File: config.mk
export PLATFORM = sky130hd
export DESIGN_NAME = mrfc_front
export DESIGN_NICKNAME = d
export VERILOG_FILES = /design/src/rtl/mrfc_pkg.sv /design/src/rtl/mrfc_front.sv
export SDC_FILE = /design/constraint.sdc
export NUM_CORES = 1
export LEC_CHECK = 0
export BUFFER_PORTS_ARGS = -buffer_cell sky130_fd_sc_hd__buf_2
export CORE_MARGIN = 1
export CORE_UTILIZATION = 44
export DETAILED_ROUTE_END_ITERATION = 8
export GPL_TIMING_DRIVEN = 1
export PLACE_DENSITY = 0.7
export SLEW_MARGIN = 40
export SYNTH_ARGS = -nofsm -noshare
export SYNTH_HDL_FRONTEND = slang
export SYNTH_SLANG_ARGS = --single-unit
File: constraint.sdc
create_clock -name clock -period 5.5 [get_ports clock]
set_clock_uncertainty 0.1 [all_clocks]
set_input_delay 1.1 -clock clock [delete_from_list [all_inputs] [get_ports clock]]
set_output_delay 1.1 -clock clock [all_outputs]
set_load 0.01 [all_outputs]
File: src/rtl/mrfc_pkg.sv
// shared types, constants and crc function for the modbus response frame checker
package mrfc_pkg;

   localparam int unsigned MAX_WORDS  = 1024;
   localparam int unsigned BYTE_SHIFT = 1;

   // word and byte counters saturate here
   localparam logic [10:0] COUNT_CAP =
      (MAX_WORDS < 2047) ? 11'(MAX_WORDS) : 11'd2047;

   localparam logic [10:0] STAMP_WORDS = 11'd4;

   // top nibble of a response word
   localparam logic [3:0] OP_READ  = 4'h9;
   localparam logic [3:0] OP_END   = 4'hA;
   localparam logic [3:0] OP_STAMP = 4'hB;

   localparam logic [15:0] END_WORD  = 16'hA000;
   localparam logic [15:0] CRC_INIT  = 16'hFFFF;
   localparam logic [15:0] CRC_POLY  = 16'hA001;

   localparam logic [3:0] STAMP_FULL = 4'd8;
   localparam logic [3:0] STAMP_SAT  = 4'd15;
   localparam logic [1:0] ENDS_SAT   = 2'd3;

   localparam logic KIND_DATA    = 1'b0;
   localparam logic KIND_SUMMARY = 1'b1;

   localparam logic [2:0] ST_OK        = 3'd0;
   localparam logic [2:0] ST_SHORT     = 3'd1;
   localparam logic [2:0] ST_FEW_BYTES = 3'd2;
   localparam logic [2:0] ST_END_COUNT = 3'd3;
   localparam logic [2:0] ST_NO_STAMP  = 3'd4;
   localparam logic [2:0] ST_LAST_END  = 3'd5;
   localparam logic [2:0] ST_CRC       = 3'd6;

   localparam int unsigned QUEUE_DEPTH = 4;
   localparam int unsigned QPTR_W      = $clog2(QUEUE_DEPTH);
   localparam int unsigned QCNT_W      = $clog2(QUEUE_DEPTH + 1);

   typedef struct packed {
      logic [15:0] word;
      logic        final_word;
   } req_type;

   typedef struct packed {
      logic        kind;
      logic [7:0]  data_byte;
      logic [2:0]  status;
      logic [63:0] begin_stamp;
      logic [63:0] end_stamp;
      logic [10:0] payload_count;
      logic [15:0] crc_received;
      logic [15:0] crc_computed;
      logic        last;
   } rsp_type;

   // results an accepted item pushes, in order first then second
   typedef struct packed {
      logic first;
      logic second;
   } push_type;

   function automatic logic [15:0] crc_byte(logic [15:0] crc, logic [7:0] b);
      logic [15:0] c;
      c = crc ^ {8'h00, b};
      for (int k = 0; k < 8; k++) begin
         if (c[0]) begin
            c = (c >> 1) ^ CRC_POLY;
         end else begin
            c = c >> 1;
         end
      end
      return c;
   endfunction

endpackage

File: src/rtl/mrfc_front.sv
// front part: classifies response words, keeps frame state and builds results
module mrfc_front (
   input  logic               clock,
   input  logic               reset,
   input  logic               req_accept,
   input  mrfc_pkg::req_type  req_data,
   output mrfc_pkg::push_type push,
   output mrfc_pkg::rsp_type  entry0,
   output mrfc_pkg::rsp_type  entry1
);

   logic [10:0] pos_ff,   pos_in;
   logic [63:0] begin_ff, begin_in;
   logic [63:0] end_ff,   end_in;
   logic [3:0]  stamp_ff, stamp_in;
   logic [1:0]  ends_ff,  ends_in;
   logic [10:0] total_ff, total_in;
   logic [7:0]  hold0_ff, hold0_in;
   logic [7:0]  hold1_ff, hold1_in;
   logic [15:0] crc_ff,   crc_in;

   logic [3:0]        op;
   logic [15:0]       shifted;
   logic              release_byte;
   logic              is_end;
   logic [15:0]       rx;
   logic [2:0]        status;
   mrfc_pkg::rsp_type data_rsp;
   mrfc_pkg::rsp_type sum_rsp;

   always_comb begin
      pos_in       = pos_ff;
      begin_in     = begin_ff;
      end_in       = end_ff;
      stamp_in     = stamp_ff;
      ends_in      = ends_ff;
      total_in     = total_ff;
      hold0_in     = hold0_ff;
      hold1_in     = hold1_ff;
      crc_in       = crc_ff;
      op           = req_data.word[15:12];
      shifted      = req_data.word >> mrfc_pkg::BYTE_SHIFT;
      release_byte = 1'b0;
      is_end       = (req_data.word == mrfc_pkg::END_WORD);

      if (pos_ff < mrfc_pkg::COUNT_CAP) begin
         if (pos_ff < mrfc_pkg::STAMP_WORDS) begin
            begin_in = begin_ff | ({48'h0, req_data.word} << {pos_ff[1:0], 4'b0000});
         end else begin
            if (op == mrfc_pkg::OP_READ) begin
               if (total_ff >= 11'd2) begin
                  release_byte = 1'b1;
                  crc_in       = mrfc_pkg::crc_byte(crc_ff, hold0_ff);
               end
               hold0_in = hold1_ff;
               hold1_in = shifted[7:0];
               if (total_ff < mrfc_pkg::COUNT_CAP) begin
                  total_in = total_ff + 11'd1;
               end
            end else if (op == mrfc_pkg::OP_STAMP) begin
               if (stamp_ff < mrfc_pkg::STAMP_FULL) begin
                  end_in = end_ff | ({56'h0, req_data.word[7:0]} << {stamp_ff[2:0], 3'b000});
               end
               if (stamp_ff < mrfc_pkg::STAMP_SAT) begin
                  stamp_in = stamp_ff + 4'd1;
               end
            end else if (op == mrfc_pkg::OP_END) begin
               if (ends_ff < mrfc_pkg::ENDS_SAT) begin
                  ends_in = ends_ff + 2'd1;
               end
            end
         end
         pos_in = pos_ff + 11'd1;
      end

      // summary checks on the state after this word, first failure wins
      rx = {hold1_in, hold0_in};
      if (pos_in <= mrfc_pkg::STAMP_WORDS) begin
         status = mrfc_pkg::ST_SHORT;
      end else if (total_in < 11'd3) begin
         status = mrfc_pkg::ST_FEW_BYTES;
      end else if (ends_in != 2'd1) begin
         status = mrfc_pkg::ST_END_COUNT;
      end else if (stamp_in != mrfc_pkg::STAMP_FULL) begin
         status = mrfc_pkg::ST_NO_STAMP;
      end else if (!is_end) begin
         status = mrfc_pkg::ST_LAST_END;
      end else if (rx != crc_in) begin
         status = mrfc_pkg::ST_CRC;
      end else begin
         status = mrfc_pkg::ST_OK;
      end

      data_rsp           = '0;
      data_rsp.kind      = mrfc_pkg::KIND_DATA;
      data_rsp.data_byte = hold0_ff;
      data_rsp.last      = !req_data.final_word;

      sum_rsp               = '0;
      sum_rsp.kind          = mrfc_pkg::KIND_SUMMARY;
      sum_rsp.status        = status;
      sum_rsp.begin_stamp   = begin_in;
      sum_rsp.end_stamp     = end_in;
      sum_rsp.payload_count = total_in;
      sum_rsp.crc_received  = rx;
      sum_rsp.crc_computed  = crc_in;
      sum_rsp.last          = 1'b1;

      // frame done: back to the reset state for the next one
      if (req_data.final_word) begin
         pos_in   = '0;
         begin_in = '0;
         end_in   = '0;
         stamp_in = '0;
         ends_in  = '0;
         total_in = '0;
         hold0_in = '0;
         hold1_in = '0;
         crc_in   = mrfc_pkg::CRC_INIT;
      end
   end

   always_comb begin
      push.first  = req_accept && (release_byte || req_data.final_word);
      push.second = req_accept && release_byte && req_data.final_word;
      entry0      = release_byte ? data_rsp : sum_rsp;
      entry1      = sum_rsp;
   end

   always_ff @(posedge clock) begin
      if (reset) begin
         pos_ff   <= '0;
         begin_ff <= '0;
         end_ff   <= '0;
         stamp_ff <= '0;
         ends_ff  <= '0;
         total_ff <= '0;
         hold0_ff <= '0;
         hold1_ff <= '0;
         crc_ff   <= mrfc_pkg::CRC_INIT;
      end else if (req_accept) begin
         pos_ff   <= pos_in;
         begin_ff <= begin_in;
         end_ff   <= end_in;
         stamp_ff <= stamp_in;
         ends_ff  <= ends_in;
         total_ff <= total_in;
         hold0_ff <= hold0_in;
         hold1_ff <= hold1_in;
         crc_ff   <= crc_in;
      end
   end

endmodule

==> qor.yml <==
cts_max_level: 4
cts-hold-fix-buffers: 0
dr.pass1.iters: 5
fin_setup_tns_ns: 0
ctsResizeCount: 0
hold_violations: 0
clkTransAtPathRegs_ns: 0.07
diodes: 0
rsz0062_at_grt: "false"
io_pins: 390
grt_first_pass_wirelength_um: 55400
clock_latency_ns: 0.43
path_common_cell: "buf_2"
dp_hpwl_um: 26300
sequentialPowerShare_pct: 48.0
final_core_util_pct: 55.7
cap_violations: 0
synth-seq-cells: 188
seq_area_frac_synth_pct: 35.8
ant_nets: 0
hold_path.class: "register to register"
cp_max_fo: 9
synth-main-ff-cell: "dfxtp_1"
worstPathRequired_ns: 4.30
final_net_count: 1821
io_buffers: 379
place_congestion: 0.923
cp_cell_sequence: "buf_2 > nand4bb_1 > a211oi_4 > mux2i_1 > xnor2_1 > nor4_1 > o2111ai_2 > nor4b_2 > nor3b_1 > buf_2"
clock.fmax_ghz: 0.197
drive_above_1_share_pct: 25.8
grtUsageTotal_pct: 29.4
tightestPinTransition_ns: 0.774
drc: 0
powerDensity_nw_per_um2: 219
yosysMostFrequentCell: "nor2_1"
drt-total-wl_um: 37200
cts_tree: "done"
finalSetupViolCount: 0
synth.area.top_cells: "dfxtp_1, nor2_1, a21oi_1, nor3_1, inv_1"
crit_type: "input pin to output pin"
die_h_um: 157
cpMaxStageDelayCell: "mux2i_1"
syn2layout_area_growth_pct: 24.5
synth-edff-count: 0
yosysTopAreaCell: "dfxtp_1"
combPwrFrac_pct: 9.2
crit_path_end_kind: "output pin"
critPathBufInv: 2
critPathTopFamily: "simple AND/OR/NAND/NOR gates"
antenna_found_initial: 0
run_status: "finished clean"
synth_warnings: 0
core_um2: 23500
start_util_pct: 44.8
synth_cells: 1496
grt_start_max_net_pins: 110
arrival_ns: 3.88
timing.slew.headroom_pct: 48.4
vias: 11441
p_clk_share_pct: 42.8
startpoint_type: "input pin"
syn_avg_cell_area_um2: 7.02
avgRoutedWirePerCell_um: 17.5
fin_crit_sh_pct: 92.4
cts_setup_buffers: 0
netlist_area_um2: 10500
netlist_top_cells_count: "nor2_1, dfxtp_1, inv_1, a21oi_1, nor3_1"
die_width_um: 157
max_stage_delay_ns: 0.46
irDropWorstVdd_v: 0.000137
dieArea_um2: 24500
num_rows: 56
cts_made_buffers: 17
p_leak_nw: 7.13
p_int_mw: 2.05
yosys.area.top_type_share_pct: 35.8
grt_overflow_total: 0
grt_pass1_vias: 9759
cts_buffer_depth: 2
finalCriticalPeriod_ns: 5.08
power.switching_uw: 810
final_max_slew_viol_count: 0
drtIter0Drc: 863
async_flop_share_pct: 0
routed_via_density: 5.38
clock_tree.root_cell: "clkbuf_16"
switching_share_pct: 28.3
cts_sinks: 188
synth.distinct_cells: 76
## layout by cell type, fill, tap and decap left out, types with 17 or more instances in the layout
cell type,netlist,routed
o22ai_1,18,18
nand2_1,58,57
xor2_1,20,20
inv_1,146,146
dfxtp_1,188,188
a22oi_1,27,27
nor3_1,145,144
and2_1,28,28
a21oi_1,145,145
clkbuf_16,0,17
buf_2,6,378
nor2_1,341,339
nand2b_1,20,20
o21ai_0,20,20
xnor2_1,35,35
## flip-flops by register name (all words and copies together) (netlist names)
register  cells
pos_ff       11
hold1_ff      8
begin_ff     64
hold0_ff      8
end_ff       64
ends_ff       2
stamp_ff      4
total_ff     11
crc_ff       16
## kinds of logic after synthesis
logic type,Yosys count,synth area share (%)
AND/OR/NAND/NOR,687,30.6
AO/OA/AOI/OAI,282,17.0
buffers and inverters,270,10.4
flip-flops,188,35.8
XOR/XNOR,57,5.01
multiplexers,6,0.572
adder cells (fa/ha/maj),4,0.476
other,2,0.0715
## metrics by stage
stage / setup WS, ns / power, mW / hold slack (ns) / std cells / area, µm²
after floorplan: 0.941 / 1.57 / 0.353 / 1504 / 10500
after global placement: 0.520 / 1.66 / 0.362 / 2097 / 12500
after detailed placement: 0.454 / 1.67 / 0.365 / 2097 / 12500
after CTS: 0.445 / 2.87 / 0.379 / 2128 / 13100
after global routing: 0.250 / 2.95 / 0.392 / 2128 / 13100
final: 0.419 / 2.86 / 0.376 / 2128 / 13100
## area by class of cell
type	instances	area, µm²
clock inverter	14	151
tap	319	399
clock buffer	17	425
timing repair buffer	397	2050
fill	2308	10400
inverter	147	552
multi-input combinational	1046	5730
sequential	188	3760
## layer usage
metal | vias to the layer above | share of wire, % | GRT usage (%) | routed length (µm)
met2 | 520 | 49 | 50.7 | 18300
met1 | 5334 | 42 | 37.4 | 15500
met4 | 0 | 2.1 | 8.59 | 793
li1 | 5549 | - | - | -
met5 | - | 0 | 0 | 0
met3 | 38 | 6.9 | 4.82 | 2550
## power by group through the flow
stage / clock [mW] / sequential (mW) / combinational [mW]
global route: 1.29 / 1.37 / 0.284
global placement: 0 / 1.41 / 0.259
finish: 1.22 / 1.37 / 0.263
CTS: 1.23 / 1.37 / 0.262
floorplan: 0 / 1.40 / 0.167
detailed placement: 0 / 1.41 / 0.260
## worst reg2reg max path: cells and delay by family (launching register included)
family | cells | cell delay, ns
AND/OR/NAND/NOR | 5 | 1.33
buffers and inverters | 3 | 0.73
flip-flops | 1 | 0.43
AO/OA/AOI/OAI | 2 | 0.30
adder cells (fa/ha/maj) | 1 | 0.20
## path summary, 6_finish.rpt
check                                  start           to  slack (ns)  depth (start not counted)
worst min register to register    end_ff[62]   end_ff[62]        0.38                          2
worst max-delay path            req_data[14]  entry0[174]        0.42                         10
worst max register to register   total_ff[0]   crc_ff[11]        2.37                         11
worst min-delay path              end_ff[62]   end_ff[62]        0.38                          2
Note: power is estimated with default switching activity, not from simulation.
